## src/fcpr_pkg.sv

```systemverilog
// Shared types and constants for the framed command packet receiver.
package fcpr_pkg;

    localparam int LEN_W   = 5;
    localparam int BYTE_W  = 8;
    localparam int TIME_W  = 16;
    localparam int CFG_W   = 16;
    localparam int CFG_A_W = 1;

    localparam logic [BYTE_W-1:0] HDR_ONE = 8'hAA;
    localparam logic [BYTE_W-1:0] HDR_TWO = 8'h55;

    localparam logic [TIME_W-1:0] TIMEOUT_RST  = 16'd100;
    localparam logic [BYTE_W-1:0] OWN_ADDR_RST = 8'd1;

    // configuration register indexes
    localparam logic [CFG_A_W-1:0] REG_OWN_ADDR = 1'b0;
    localparam logic [CFG_A_W-1:0] REG_TIMEOUT  = 1'b1;

    typedef logic [1:0] event_t;

    localparam event_t EV_CMD    = 2'd0;
    localparam event_t EV_DATA   = 2'd1;
    localparam event_t EV_RESEND = 2'd2;

    // controller to datapath
    typedef struct packed {
        logic   tick;
        logic   clr_elapsed;
        logic   ld_addr;
        logic   ld_cmd;
        logic   ld_len;
        logic   wr_data;
        logic   start_rd;
        logic   adv_rd;
        logic   out_load;
        event_t out_sel;
    } ctl_cmd_t;

    // datapath to controller
    typedef struct packed {
        logic timed_out;
        logic is_hdr1;
        logic is_hdr2;
        logic byte_zero;
        logic len_ok;
        logic data_done;
        logic sum_ok;
        logic addr_match;
        logic len_zero;
        logic last_data;
        logic out_free;
    } dp_stat_t;

endpackage

```

## src/fcpr_ctrl.sv

```systemverilog
// Frame parser and result sequencer state machine.
module fcpr_ctrl (
    input  logic                aclk,
    input  logic                aresetn,
    input  logic                s_tvalid,
    input  logic                s_tuser,
    output logic                s_tready,
    input  fcpr_pkg::dp_stat_t  stat,
    output fcpr_pkg::ctl_cmd_t  cmd
);
    import fcpr_pkg::*;

    localparam logic [3:0] ST_HDR1   = 4'd0;
    localparam logic [3:0] ST_HDR2   = 4'd1;
    localparam logic [3:0] ST_ADDR   = 4'd2;
    localparam logic [3:0] ST_CMD    = 4'd3;
    localparam logic [3:0] ST_LEN    = 4'd4;
    localparam logic [3:0] ST_DATA   = 4'd5;
    localparam logic [3:0] ST_SUM    = 4'd6;
    localparam logic [3:0] ST_EM_CMD = 4'd7;
    localparam logic [3:0] ST_EM_DAT = 4'd8;
    localparam logic [3:0] ST_EM_RSD = 4'd9;

    logic [3:0] state_reg;
    logic [3:0] state_next;
    logic [3:0] parse_state;
    logic       accept;
    logic       byte_in;

    assign s_tready = (state_reg <= ST_SUM);
    assign accept   = s_tvalid && s_tready;
    assign byte_in  = accept && !s_tuser;

    // a late byte restarts the search for a header
    assign parse_state = stat.timed_out ? ST_HDR1 : state_reg;

    always_comb begin
        cmd        = '0;
        cmd.tick   = accept && s_tuser;
        state_next = state_reg;
        case (state_reg)
            ST_EM_CMD: begin
                if (stat.out_free) begin
                    cmd.out_load = 1'b1;
                    cmd.out_sel  = EV_CMD;
                    state_next   = stat.len_zero ? ST_HDR1 : ST_EM_DAT;
                end
            end
            ST_EM_DAT: begin
                if (stat.out_free) begin
                    cmd.out_load = 1'b1;
                    cmd.out_sel  = EV_DATA;
                    cmd.adv_rd   = 1'b1;
                    if (stat.last_data) begin
                        state_next = ST_HDR1;
                    end
                end
            end
            ST_EM_RSD: begin
                if (stat.out_free) begin
                    cmd.out_load = 1'b1;
                    cmd.out_sel  = EV_RESEND;
                    state_next   = ST_HDR1;
                end
            end
            default: begin
                if (byte_in) begin
                    case (parse_state)
                        ST_HDR1: begin
                            if (stat.is_hdr1) begin
                                cmd.clr_elapsed = 1'b1;
                                state_next      = ST_HDR2;
                            end else begin
                                state_next = ST_HDR1;
                            end
                        end
                        ST_HDR2: begin
                            state_next = stat.is_hdr2 ? ST_ADDR : ST_HDR1;
                        end
                        ST_ADDR: begin
                            if (stat.byte_zero) begin
                                state_next = ST_HDR1;
                            end else begin
                                cmd.ld_addr = 1'b1;
                                state_next  = ST_CMD;
                            end
                        end
                        ST_CMD: begin
                            cmd.ld_cmd = 1'b1;
                            state_next = ST_LEN;
                        end
                        ST_LEN: begin
                            cmd.ld_len = 1'b1;
                            if (stat.byte_zero) begin
                                state_next = ST_SUM;
                            end else if (stat.len_ok) begin
                                state_next = ST_DATA;
                            end else begin
                                state_next = ST_HDR1;
                            end
                        end
                        ST_DATA: begin
                            cmd.wr_data = 1'b1;
                            if (stat.data_done) begin
                                state_next = ST_SUM;
                            end
                        end
                        ST_SUM: begin
                            if (!stat.sum_ok) begin
                                state_next = ST_EM_RSD;
                            end else if (stat.addr_match) begin
                                cmd.start_rd = 1'b1;
                                state_next   = ST_EM_CMD;
                            end else begin
                                state_next = ST_HDR1;
                            end
                        end
                        default: begin
                            state_next = ST_HDR1;
                        end
                    endcase
                end
            end
        endcase
    end

    always_ff @(posedge aclk) begin
        if (!aresetn) begin
            state_reg <= ST_HDR1;
        end else begin
            state_reg <= state_next;
        end
    end

endmodule

```

## src/fcpr_dpath.sv

```systemverilog
// Frame fields, checksum, payload memory, timer and output register.
module fcpr_dpath #(
    parameter int MAX_DATA = 16
) (
    input  logic                              aclk,
    input  logic                              aresetn,
    input  logic [fcpr_pkg::BYTE_W-1:0]       rx_byte,
    input  logic                              cfg_wr_en,
    input  logic [fcpr_pkg::CFG_A_W-1:0]      cfg_addr,
    input  logic [fcpr_pkg::CFG_W-1:0]        cfg_wdata,
    input  fcpr_pkg::ctl_cmd_t                cmd,
    output fcpr_pkg::dp_stat_t                stat,
    input  logic                              m_tready,
    output logic                              m_tvalid,
    output fcpr_pkg::event_t                  m_event,
    output logic [fcpr_pkg::BYTE_W-1:0]       m_command,
    output logic [fcpr_pkg::LEN_W-1:0]        m_length,
    output logic [fcpr_pkg::BYTE_W-1:0]       m_data_byte,
    output logic                              m_last
);
    import fcpr_pkg::*;

    localparam int IDX_W     = (MAX_DATA > 1) ? $clog2(MAX_DATA) : 1;
    localparam int MEM_DEPTH = 1 << IDX_W;

    logic [BYTE_W-1:0] own_addr_reg;
    logic [TIME_W-1:0] timeout_reg;
    logic [TIME_W-1:0] elapsed_reg;
    logic [BYTE_W-1:0] addr_reg;
    logic [BYTE_W-1:0] cmd_reg;
    logic [LEN_W-1:0]  len_reg;
    logic [LEN_W-1:0]  count_reg;
    logic [LEN_W-1:0]  count_inc;
    logic [BYTE_W-1:0] sum_reg;
    logic [LEN_W-1:0]  rd_ptr_reg;
    logic [LEN_W-1:0]  rd_ptr_next;
    logic [LEN_W-1:0]  rd_ptr_inc;
    logic [BYTE_W-1:0] rdata_reg;
    logic [BYTE_W-1:0] mem [MEM_DEPTH];

    logic              out_valid_reg;
    event_t            out_event_reg;
    logic [BYTE_W-1:0] out_cmd_reg;
    logic [LEN_W-1:0]  out_len_reg;
    logic [BYTE_W-1:0] out_data_reg;
    logic              out_last_reg;

    assign count_inc  = count_reg + LEN_W'(1);
    assign rd_ptr_inc = rd_ptr_reg + LEN_W'(1);

    always_comb begin
        stat            = '0;
        stat.timed_out  = (elapsed_reg >= timeout_reg);
        stat.is_hdr1    = (rx_byte == HDR_ONE);
        stat.is_hdr2    = (rx_byte == HDR_TWO);
        stat.byte_zero  = (rx_byte == '0);
        stat.len_ok     = (rx_byte <= BYTE_W'(MAX_DATA));
        stat.data_done  = (count_inc >= len_reg);
        stat.sum_ok     = (rx_byte == sum_reg);
        stat.addr_match = (addr_reg == own_addr_reg);
        stat.len_zero   = (len_reg == '0);
        stat.last_data  = (rd_ptr_inc == len_reg);
        stat.out_free   = !out_valid_reg || m_tready;
    end

    // read address runs one step ahead so rdata_reg always matches rd_ptr_reg
    always_comb begin
        if (cmd.start_rd) begin
            rd_ptr_next = '0;
        end else if (cmd.adv_rd) begin
            rd_ptr_next = rd_ptr_inc;
        end else begin
            rd_ptr_next = rd_ptr_reg;
        end
    end

    always_ff @(posedge aclk) begin
        if (cmd.wr_data) begin
            mem[count_reg[IDX_W-1:0]] <= rx_byte;
        end
        rdata_reg <= mem[rd_ptr_next[IDX_W-1:0]];
    end

    always_ff @(posedge aclk) begin
        if (!aresetn) begin
            own_addr_reg  <= OWN_ADDR_RST;
            timeout_reg   <= TIMEOUT_RST;
            elapsed_reg   <= '0;
            addr_reg      <= '0;
            cmd_reg       <= '0;
            len_reg       <= '0;
            count_reg     <= '0;
            sum_reg       <= '0;
            rd_ptr_reg    <= '0;
            out_valid_reg <= 1'b0;
        end else begin
            if (cfg_wr_en) begin
                case (cfg_addr)
                    REG_OWN_ADDR: own_addr_reg <= cfg_wdata[BYTE_W-1:0];
                    REG_TIMEOUT:  timeout_reg  <= cfg_wdata[TIME_W-1:0];
                    default:      ;
                endcase
            end
            // clear the timer on a first header byte, else count ticks and saturate
            if (cmd.clr_elapsed) begin
                elapsed_reg <= '0;
            end else if (cmd.tick && (elapsed_reg != '1)) begin
                elapsed_reg <= elapsed_reg + TIME_W'(1);
            end
            if (cmd.ld_addr) begin
                addr_reg <= rx_byte;
                sum_reg  <= rx_byte;
            end
            if (cmd.ld_cmd) begin
                cmd_reg <= rx_byte;
                sum_reg <= sum_reg + rx_byte;
            end
            if (cmd.ld_len) begin
                sum_reg   <= sum_reg + rx_byte;
                count_reg <= '0;
                if (rx_byte <= BYTE_W'(MAX_DATA)) begin
                    len_reg <= rx_byte[LEN_W-1:0];
                end
            end
            if (cmd.wr_data) begin
                sum_reg   <= sum_reg + rx_byte;
                count_reg <= count_inc;
            end
            rd_ptr_reg <= rd_ptr_next;
            if (cmd.out_load) begin
                out_valid_reg <= 1'b1;
            end else if (m_tready) begin
                out_valid_reg <= 1'b0;
            end
        end
    end

    always_ff @(posedge aclk) begin
        if (cmd.out_load) begin
            out_event_reg <= cmd.out_sel;
            case (cmd.out_sel)
                EV_CMD: begin
                    out_cmd_reg  <= cmd_reg;
                    out_len_reg  <= len_reg;
                    out_data_reg <= '0;
                    out_last_reg <= (len_reg == '0);
                end
                EV_DATA: begin
                    out_cmd_reg  <= cmd_reg;
                    out_len_reg  <= len_reg;
                    out_data_reg <= rdata_reg;
                    out_last_reg <= (rd_ptr_inc == len_reg);
                end
                default: begin
                    out_cmd_reg  <= '0;
                    out_len_reg  <= '0;
                    out_data_reg <= '0;
                    out_last_reg <= 1'b1;
                end
            endcase
        end
    end

    assign m_tvalid    = out_valid_reg;
    assign m_event     = out_event_reg;
    assign m_command   = out_cmd_reg;
    assign m_length    = out_len_reg;
    assign m_data_byte = out_data_reg;
    assign m_last      = out_last_reg;

endmodule

```

## src/framed_command_packet_receiver.sv

```systemverilog
// Top level of the framed command packet receiver.
//
// Input stream: s_tuser selects a received byte (0) or a one millisecond
// tick (1); s_tdata[7:0] carries the byte. Each transaction is taken in the
// cycle it is offered while the parser waits for a byte; s_tready drops
// while results of a finished frame are being sent.
// Output stream: one transaction per result; m_tuser is the event (command,
// data byte, resend request), m_tlast marks the final result of a frame.
// A good checksum byte for this address is followed by the command result
// from the ST_EM_CMD state and the output register, then by one data result
// per cycle while the receiver keeps up, and the next input byte is taken
// once the last result is loaded; a bad checksum gives one resend result.
// Data results come from the registered payload memory read. A stalled
// receiver holds m_tvalid and the result, and the sequence continues once
// m_tready returns; input waits meanwhile.
// Configuration: cfg_wr_en writes cfg_wdata to register cfg_addr (0 = own
// address, 1 = timeout in ticks); the user writes only while the block is
// idle; the block does not enforce it. Reset (aresetn low, synchronous)
// returns to header search, clears the timer, sets own address 1, timeout 100.
module framed_command_packet_receiver #(
    parameter int MAX_DATA = 16
) (
    input  logic                              aclk,
    input  logic                              aresetn,
    input  logic                              s_tvalid,
    output logic                              s_tready,
    input  logic [7:0]                        s_tdata,  // [7:0] rx_byte
    input  logic                              s_tuser,  // [0] kind
    output logic                              m_tvalid,
    input  logic                              m_tready,
    // [7:0] command, [12:8] length, [20:13] data_byte, [23:21] zero
    output logic [23:0]                       m_tdata,
    output logic [1:0]                        m_tuser,  // [1:0] event_res
    output logic                              m_tlast,
    input  logic                              cfg_wr_en,
    input  logic [fcpr_pkg::CFG_A_W-1:0]      cfg_addr,
    input  logic [fcpr_pkg::CFG_W-1:0]        cfg_wdata
);
    import fcpr_pkg::*;

    ctl_cmd_t          cmd;
    dp_stat_t          stat;
    event_t            m_event;
    logic [BYTE_W-1:0] m_command;
    logic [LEN_W-1:0]  m_length;
    logic [BYTE_W-1:0] m_data_byte;
    logic              m_last_int;

    fcpr_ctrl u_ctrl (
        .aclk     (aclk),
        .aresetn  (aresetn),
        .s_tvalid (s_tvalid),
        .s_tuser  (s_tuser),
        .s_tready (s_tready),
        .stat     (stat),
        .cmd      (cmd)
    );

    fcpr_dpath #(
        .MAX_DATA (MAX_DATA)
    ) u_dpath (
        .aclk        (aclk),
        .aresetn     (aresetn),
        .rx_byte     (s_tdata),
        .cfg_wr_en   (cfg_wr_en),
        .cfg_addr    (cfg_addr),
        .cfg_wdata   (cfg_wdata),
        .cmd         (cmd),
        .stat        (stat),
        .m_tready    (m_tready),
        .m_tvalid    (m_tvalid),
        .m_event     (m_event),
        .m_command   (m_command),
        .m_length    (m_length),
        .m_data_byte (m_data_byte),
        .m_last      (m_last_int)
    );

    assign m_tdata = {3'b000, m_data_byte, m_length, m_command};
    assign m_tuser = m_event;
    assign m_tlast = m_last_int;

`ifndef NO_ASSERTIONS
    // a resend request always stands alone
    a_resend_last: assert property (@(posedge aclk) disable iff (!aresetn)
        (m_tvalid && (m_tuser == EV_RESEND)) |-> m_tlast)
        else $error("resend result without last");

    // data results only come from frames with a payload
    a_data_len: assert property (@(posedge aclk) disable iff (!aresetn)
        (m_tvalid && (m_tuser == EV_DATA)) |-> (m_tdata[12:8] != '0))
        else $error("data result with zero length");

    // never load a result while input is being taken
    a_load_excl: assert property (@(posedge aclk) disable iff (!aresetn)
        cmd.out_load |-> !s_tready)
        else $error("result loaded while parser accepts input");
`endif

endmodule

```

## config.mk

```make
export PLATFORM = sky130hd
export DESIGN_NAME = framed_command_packet_receiver
export DESIGN_NICKNAME = d
export VERILOG_FILES = /design/src/fcpr_pkg.sv /design/src/fcpr_ctrl.sv /design/src/fcpr_dpath.sv /design/src/framed_command_packet_receiver.sv
export SDC_FILE = /design/constraint.sdc
export NUM_CORES = 1
export LEC_CHECK = 0
export ABC_AREA = 0
export ABC_CLOCK_PERIOD_IN_PS = 3700
export BUFFER_PORTS_ARGS = -buffer_cell sky130_fd_sc_hd__buf_2
export CAP_MARGIN = 20
export CORE_ASPECT_RATIO = 0.7
export CORE_MARGIN = 2
export CORE_UTILIZATION = 40
export CTS_CLUSTER_DIAMETER = 150
export DETAILED_ROUTE_END_ITERATION = 10
export GPL_TIMING_DRIVEN = 0
export PLACE_DENSITY_LB_ADDON = 0.1
export RECOVER_POWER = 25
export SYNTH_ARGS = -nofsm -noshare
export SYNTH_HDL_FRONTEND = slang
export SYNTH_SLANG_ARGS = --single-unit
```

## constraint.sdc

```tcl
create_clock -name aclk -period 3.7 [get_ports aclk]
set_input_delay 0 -clock aclk [delete_from_list [all_inputs] [get_ports aclk]]
set_output_delay 0 -clock aclk [all_outputs]
set_load 0.01 [all_outputs]
```

==> impl_metrics.ini, run 1 <==
[run_status]
status = complete, but fails checks
violations = capacitance limit, slew limit

[critical_path]
crit_arrival_ns = 3.92
worst_ep_required_time_ns = 4.11
cp_slowest_cell = clkbuf_1
end_kind = flip-flop
path_cells = dlygate4sd3_1 > clkbuf_1 > ha_1 > or3_1 > or4_4 > nor4_4 > nand4_2 > buf_6 > buf_6 > a22oi_1 > a211oi_2
cpMostUsedCell = buf_6
critPathTopFamily = buffers and inverters
crit_type = in2reg
worstSetupStartpointType = input pin
worst-path-buf-inv = 4
cpPeakStageDelay_ns = 0.91
crit_path_max_fanout = 22

[global_route]
grt_max_degree = 25
grtUsageTotal_pct = 22.1
grt_pass1_vias = 8695
grt_pass1_wl_um = 51800
grt_remaining_overflow = 0
antenna_found_initial = 1

[flow_run]
drv_cap = 1

[final_layout]
fin_util_pct = 47.5
layout_commonest_cell = edfxtp_1
final_cell_mix = 152 x edfxtp_1, 112 x nand2_1, 92 x dfxtp_1, 81 x nor2_1, 62 x a21oi_1
nets = 1246
largest_reg_flops = 128
drive_gt1_share_pct = 13.8
synthToLayoutAreaGrowth_pct = 17.3
fin_cells = 1579

[timing]
fin_crit_ns = 3.51
relSlewSlack_pct = -3.22
clock_skew_ns = 0.0134
tns_ns = 0
min_period_over_period_pct = 95.0
fin_ws_ns = 0.187
fmax_mhz = 285
hold_viol = 0
setup_viol = 0
rsz0062_at_grt = false
finalMaxSlewViolations = 25
worstMarginPinSlew_ns = 1.55

[synth]
synth_edf_count = 152
postSynthAreaPerCell_um2 = 10.9
yosys.area.top_type = edfxtp_1
ys_ff_latch = 244
ys_top_cells_by_area = edfxtp_1 39%, dfxtp_1 16%, mux2i_1 3.7%, ha_1 3.7%, nand2_1 3.6%
ys_seq_area_share_pct = 55.1
synth.cell_area_um2 = 11600
synth_top_cell_area_share_pct = 39.2
synth.distinct_cells = 76
yosysWarnings = 0
syn_inst = 1064
async_flop_share_pct = 0
yosys_most_used_dff = edfxtp_1

[place]
post-place-cells = 1504
dp_hpwl_um = 23600
gp_congestion = 0.863
portBuffers = 56
dpl_worst_slack_ns = -0.357

[clocking]
cts_tree = yes
clock-sinks = 244
h-tree-depth = 1
path_clk_slew_ns = 0.06
clkLatencyLatePin_ns = 0.54
clk_path_buf_depth = 3
cts-root-buf = clkbuf_16
cts_buffers = 26

[routing]
drc = 0
viasPerCell = 5.64
ant_nets = 0
drt-total-wl_um = 33700
routedWlPerCell_um = 21.3
first_pass_iters = 5
drtIter0Drc = 825
vias = 8898

[hold_path]
hold_path.class = in2reg

[die]
die-area_um2 = 30500
initial_utilization_pct = 40.4
die_w_um = 208
io_pins = 60
coreArea_um2 = 28800
num_rows = 52
die_h_um = 147

[pwr]
powerDensity_nw_per_um2 = 433
vdd_ir_drop_max_mv = 0.324
finalPower_mw = 5.91
p_leak_nw = 4.82
[routing by layer]
metal | vias up | share of wire (%) | global-route usage (%)
li1 | 4225 | - | -
met1 | 4290 | 51 | 35.7
met2 | 330 | 38 | 29.5
met3 | 53 | 8.4 | 4.54
met4 | 0 | 2.1 | 5.35
met5 | - | 0 | 0
[Yosys cell counts, drive strengths merged (13+ instances only)]
| library cell | n |
|---|---|
| xor2 | 13 |
| nand2 | 113 |
| clkbuf | 48 |
| nor3 | 16 |
| nand4 | 19 |
| a21oi | 62 |
| xnor2 | 24 |
| edfxtp | 152 |
| mux2 | 16 |
| o21ai | 23 |
| a211oi | 19 |
| ha | 34 |
| a22oi | 15 |
| nand3 | 32 |
| and3 | 14 |
| o211ai | 13 |
| mux2i | 43 |
| a32oi | 15 |
| inv | 35 |
| nor2 | 94 |
| a221oi | 33 |
| o22ai | 14 |
| dfxtp | 92 |
| buf | 13 |
[worst min-delay path: cells and delay by family]
kind / cells / cell delay [ns]
buffers and inverters: 2 / 0.30
AND/OR/NAND/NOR: 2 / 0.16
AO/OA/AOI/OAI: 1 / 0.05
[power by group]
group	internal, mW	leakage [nW]	switching [mW]
clock	1.70	0.446	1.10
sequential	2.89	2.14	0.00834
combinational	0.0717	2.23	0.135
[final cells by class]
cell class	instances	area (um^2)
fillers	2684	15100
clock buffers	33	708
well taps	378	473
clock inverters	15	199
diodes	1	2.50
flip-flops and latches	244	6410
repair buffers	86	581
inverters	36	135
plain buffers	61	284
multi-input cells	725	4860
[repair_timing]
action,CTS,global route
hold endpoints to repair,96,0
endpoints found under the setup margin,110,86
hold buffers,26,0
resized for setup,9,7
setup buffers,0,0
[through the flow]
| stage | hold slack, ns | area (um^2) |
|---|---|---|
| global placement | 0.246 | 12400 |
| CTS | 0.00129 | 13600 |
| detailed placement | 0.248 | 12400 |
| floorplan | 0.0989 | 11600 |
| global route | 0.0223 | 13700 |
| finish | 0.0296 | 13700 |
[cell families (layout without fill, tap and decap cells)]
group	count (synthesis)	in the layout	synth area share, %
multiplexers	59	59	5.25
adder cells (fa/ha/maj)	35	35	3.83
XOR/XNOR	37	37	2.79
AND/OR/NAND/NOR	351	351	14.6
other	1	4	0.0322
AO/OA/AOI/OAI	240	240	14.8
buffers and inverters	97	231	3.60
flip-flops	244	244	55.1
[path summary, 6_finish.rpt]
check,start,endpoint,slack (ns),cells after the start
worst max-delay path,s_tdata[5],u_dpath.rdata_reg[1],0.19,11
worst min-delay path,cfg_wr_en,u_dpath.own_addr_reg[2],0.03,5
worst max register to register,u_dpath.elapsed_reg[0],u_dpath.mem[2][5],0.30,9
worst min register to register,u_dpath.timeout_reg[10],u_dpath.timeout_reg[10],0.46,2
(Power assumes the default switching activity.)
==> inputs of run 2 (changes only) <==
==> constraint.sdc (replaced) <==
create_clock -name aclk -period 3.7 [get_ports aclk]
set_input_delay 0.37 -clock aclk [delete_from_list [all_inputs] [get_ports aclk]]
set_output_delay 0.37 -clock aclk [all_outputs]
set_load 0.01 [all_outputs]
==> impl_metrics.ini, run 2 (synthesis gave the netlist of run 1 again) <==
[timing]
rsz0062_at_grt = false
clock_skew_ns = 0.0109
min_period_over_period_pct = 94.3
setup_viol = 0
relSlewSlack_pct = 5.30
fin_crit_ns = 3.49
fin_ws_ns = 0.211
tns_ns = 0
finalMaxSlewViolations = 0
worstMarginPinSlew_ns = 1.42
hold_ws_ns = 0.0698
fmax_mhz = 287
hold_viol = 0

[global_route]
grt_pass1_wl_um = 51400
antenna_found_initial = 0
grtUsageTotal_pct = 21.9
grt_remaining_overflow = 0
grt_pass1_vias = 8572
grt_max_degree = 25

[run_status]
status = finished clean

[routing]
ant_nets = 0
drc = 0
viasPerCell = 5.70
vias = 8851
drt-total-wl_um = 33500
drtIter0Drc = 791
first_pass_iters = 5
routedWlPerCell_um = 21.6

[final_layout]
drive_gt1_share_pct = 14.0
nets = 1220
antenna_cells = 0
final_cell_mix = 152 x edfxtp_1, 112 x nand2_1, 92 x dfxtp_1, 81 x nor2_1, 62 x a21oi_1
design_area_um2 = 13400
largest_reg_flops = 128
regArea_um2 = 6410
layout_commonest_cell = edfxtp_1
multiInputGateArea_um2 = 4860
synthToLayoutAreaGrowth_pct = 15.1
nFillCells = 2708

[hold_path]
hold_path.class = in2reg

[clocking]
cts_tree = yes
cts-root-buf = clkbuf_16
clk_path_buf_depth = 3
holdBufCountCts = 0
post_cts_buffers = 0
clock-sinks = 244
clkLatencyLatePin_ns = 0.54
path_clk_slew_ns = 0.06
cts_buffers = 26
h-tree-depth = 1

[critical_path]
worst_ep_required_time_ns = 4.11
worstSetupStartpointType = input pin
crit_path_max_fanout = 18
crit_arrival_ns = 3.90
end_kind = flip-flop
crit_type = in2reg

[pwr]
powerDensity_nw_per_um2 = 440
vdd_ir_drop_max_mv = 0.327
finalPower_mw = 5.89
p_leak_nw = 4.71

[place]
dp_hpwl_um = 23600
post_dp_cell_area_um2 = 12400
dpl_worst_slack_ns = -0.357
gp_congestion = 0.863
portBuffers = 56

[die]
die-area_um2 = 30500
die_h_um = 147
die_w_um = 208
initial_utilization_pct = 40.4
io_pins = 60
coreArea_um2 = 28800
num_rows = 52

[flow_run]
drv_cap = 0
run 2: cell types whose count changed in the layout (fill, tap and decap cells not counted):
cell	before	now
dlygate4sd3_1	26	0
buf_2	59	58
clkbuf_1	56	57
diode_2	1	0
run 2: repair_timing:
item	in CTS	in global routing
hold endpoints to repair	0	0
endpoints found under the setup margin	110	86
cloned	0	0
gates resized for setup	9	7
run 2: where the power goes:
group / switching, mW / internal, mW / total, mW
registers: 0.00830 / 2.89 / 2.90
logic: 0.130 / 0.0539 / 0.184
clock network: 1.10 / 1.70 / 2.80
total: 1.24 / 4.65 / 5.89
run 2: worst max-delay path: stages:
cell and delay, ns:
clkbuf_1 0.82, ha_1 0.41, or4_1 0.49, or4_4 0.60, nor4_4 0.23, nand4_2 0.22
buf_6 0.21, buf_6 0.15, a22oi_1 0.30, a211oi_2 0.08
run 2: area by class of cell:
cell class,count,area share (%)
flip-flops and latches,244,47.9
multi-input cells,725,36.3
clock buffers,33,5.29
well taps,378,3.53
repair buffers,60,2.38
plain buffers,61,2.12
clock inverters,15,1.49
inverters,36,1.01
run 2: routing by layer:
metal  track usage (%)  vias up  wire length [um]
met5                 0        -                 0
met4              4.82        0               603
met3              4.41       41              2950
met2              29.3      348             12800
met1              35.7     4293             17200
li1                  -     4169                 -
run 2: metrics by stage:
step                utilization [%]  cells
finish                         46.5   1552
global route                   46.5   1552
detailed placement             43.3   1504
floorplan                         -   1066
CTS                            46.5   1552
global placement               43.1   1500
run 2: path summary, 6_finish.rpt:
path	startpoint	end	slack (ns)	cells after the start
max	s_tdata[1]	u_dpath.rdata_reg[1]	0.21	10
min	cfg_wdata[14]	u_dpath.timeout_reg[14]	0.07	3
max reg2reg	u_dpath.elapsed_reg[0]	u_dpath.mem[2][5]	0.30	9
min reg2reg	u_dpath.timeout_reg[1]	u_dpath.timeout_reg[1]	0.46	2
==> inputs of run 3 (changes only) <==
Settings changed: GPL_TIMING_DRIVEN 0 to not set, SYNTH_HIERARCHICAL set to 1.
==> impl_metrics.ini, run 3 <==
[run_status]
status = complete, but fails checks
violations = capacitance limit, slew limit

[clocking]
cts-root-buf = clkbuf_16
clkLatencyLatePin_ns = 0.55
clock-sinks = 244
path_clk_slew_ns = 0.07
cts_tree = yes
holdBufCountCts = 0
clk_path_buf_depth = 3
cts_buffers = 26
h-tree-depth = 1

[synth]
ys_top_cells_by_count = 152 x edfxtp_1, 113 x nor2_1, 94 x nand2_1, 92 x dfxtp_1, 72 x o21ai_0
ys_top_cells_by_area = edfxtp_1 37%, dfxtp_1 15%, ha_1 3.5%, nor2_1 3.5%, nor2b_1 3.3%
synth.most_common_cell = edfxtp_1
synth.cell_area_um2 = 12200
async_flop_share_pct = 0
ys_ff_latch = 244
yosys_most_used_dff = edfxtp_1
yosysWarnings = 6
ys_seq_area_share_pct = 52.5
postSynthAreaPerCell_um2 = 10.2
synth_edf_count = 152
synth_top_cell_area_share_pct = 37.4
synth.distinct_cells = 73
yosys.area.top_type = edfxtp_1
syn_inst = 1194

[pwr]
powerDensity_nw_per_um2 = 420
vdd_ir_drop_max_mv = 0.269
finalPower_mw = 6.25
p_leak_nw = 5.32

[timing]
hold_viol = 0
fmax_mhz = 274
fin_crit_ns = 3.65
finalMaxSlewViolations = 123
setup_viol = 0
relSlewSlack_pct = -16.0
worstMarginPinSlew_ns = 1.74
rsz0062_at_grt = true
min_period_over_period_pct = 98.7
clock_skew_ns = 0.0151

[place]
portBuffers = 56
post_dp_cell_area_um2 = 13500
gp_congestion = 0.865
dp_hpwl_um = 23800

[routing]
viasPerCell = 5.51
ant_nets = 0
drtIter0Drc = 957
first_pass_iters = 5
vias = 9578
drt-total-wl_um = 35400
routedWlPerCell_um = 20.3
drc = 0

[critical_path]
end_kind = flip-flop
path_cells = inv_2 > ha_4 > nand2b_4 > a21o_1 > a211oi_2 > o31ai_2 > a221oi_2 > o21ai_1 > or3b_4 > nor3_4 > buf_6 > buf_12 > nor2b_1 > nor4_1 > a211oi_1 > o211ai_1 > buf_4 > a22oi_1 > o21ai_1
cp_slowest_cell = or3b_4
worstSetupStartpointType = flip-flop
cpMostUsedCell = o21ai_1
worst_ep_required_time_ns = 4.10
crit_path_max_fanout = 7
cpPeakStageDelay_ns = 0.40
crit_arrival_ns = 4.06
crit_type = reg2reg

[final_layout]
multiInputGateArea_um2 = 5620
nets = 1372
synthToLayoutAreaGrowth_pct = 22.1
drive_gt1_share_pct = 21.1
largest_reg_flops = 128
nFillCells = 2748
design_area_um2 = 14900
final_cell_mix = 152 x edfxtp_1, 109 x nor2_1, 91 x nand2_1, 89 x buf_4, 87 x dfxtp_1
layout_commonest_cell = edfxtp_1
regArea_um2 = 6410

[global_route]
grt_pass1_wl_um = 52900
met2_usage_pct = 29.6
antenna_found_initial = 0
gr-usage-met1_pct = 36.5
grtUsageMet3_pct = 3.63
grt_max_degree = 57
grt_remaining_overflow = 0
grt_pass1_vias = 8653
grtUsageTotal_pct = 22.1
grt_most_used_layer = met1

[die]
initial_utilization_pct = 40.6
die_w_um = 213
io_pins = 60
coreArea_um2 = 30000
num_rows = 53
die_h_um = 150
die-area_um2 = 31900

[hold_path]
hold_path.class = in2reg

[flow_run]
drv_cap = 5
run 3: cell count changes after synthesis, moves of 15 or more:
cell,delta
a211oi_1,+15
a21oi_1,-17
a221oi_1,-31
buf_2,+19
mux2_2,-15
nand2_1,-18
nand2b_1,+18
nor2_1,+19
nor2b_1,+59
o21ai_0,+51
run 3: report_power, final:
part / internal (mW) / switching [mW]
registers: 2.89 / 0.00810
clock network: 2.03 / 1.13
logic: 0.0533 / 0.131
total: 4.98 / 1.27
run 3: path summary, 6_finish.rpt:
check | from | endpoint | slack, ns | cells after the start
worst min register to register | u_dpath/timeout_reg[7] | u_dpath/timeout_reg[7] | 0.45 | 2
worst max-delay path | u_dpath/elapsed_reg[0] | u_dpath/rdata_reg[0] | 0.05 | 19
worst max register to register | u_dpath/elapsed_reg[0] | u_dpath/rdata_reg[0] | 0.05 | 19
worst min-delay path | cfg_wdata[8] | u_dpath/timeout_reg[8] | 0.06 | 3
run 3: layout make-up:
type	instances	share of cell area, %
Sequential cell	244	43.1
Clock inverter	18	2.37
Clock buffer	30	4.61
Inverter	36	0.907
Timing Repair Buffer	164	7.83
Antenna cell	1	0.0168
Tap cell	412	3.46
Multi-Input combinational cell	834	37.7
run 3: metrics by stage:
stage | setup TNS, ns | util (%) | hold slack [ns] | setup slack (ns) | cells
3_3_place_gp | -1.79 | 44.9 | 0.445 | -0.330 | 1686
3_5_place_dp | -2.83 | 44.9 | 0.450 | -0.445 | 1686
5_1_grt | -0.635 | 49.6 | 0.0560 | -0.147 | 1738
6_report | 0 | 49.6 | 0.0579 | 0.0464 | 1739
4_1_cts | 0 | 48.8 | 0.0307 | 0.000927 | 1735
2_1_floorplan | 0 | - | 0.436 | 0.0230 | 1196
run 3: repair_timing:
| item | 4_1_cts | 5_1_grt |
|---|---|---|
| resized for setup | 28 | 52 |
| buffers inserted | 1 | 2 |
| pin swaps | 12 | 15 |
| cloned | 0 | 0 |
| endpoints found under the setup margin | 18 | 147 |
run 3: critical path, delay by kind of cell (launching register included):
kind,cells,cell delay (ns)
flops,1,0.33
compound gates,9,1.52
simple gates,5,0.93
buf+inv,4,0.50
fa+ha+maj,1,0.20
run 3: cells by family (layout without fill, tap and decap cells):
family	Yosys count	in the layout	share of synthesized area [%]
XOR/XNOR	39	39	2.86
flip-flops	244	244	52.5
AO/OA/AOI/OAI	267	267	14.2
AND/OR/NAND/NOR	457	457	19.4
adder cells (fa/ha/maj)	35	35	3.65
multiplexers	33	33	2.72
other	1	4	0.0307
buffers and inverters	118	248	4.65
run 3: routing by layer:
| metal | wire [um] | vias to the layer above |
|---|---|---|
| met5 | 0 | - |
| met4 | 531 | 0 |
| met3 | 2630 | 40 |
| met2 | 13900 | 313 |
| met1 | 18200 | 4649 |
| li1 | - | 4576 |
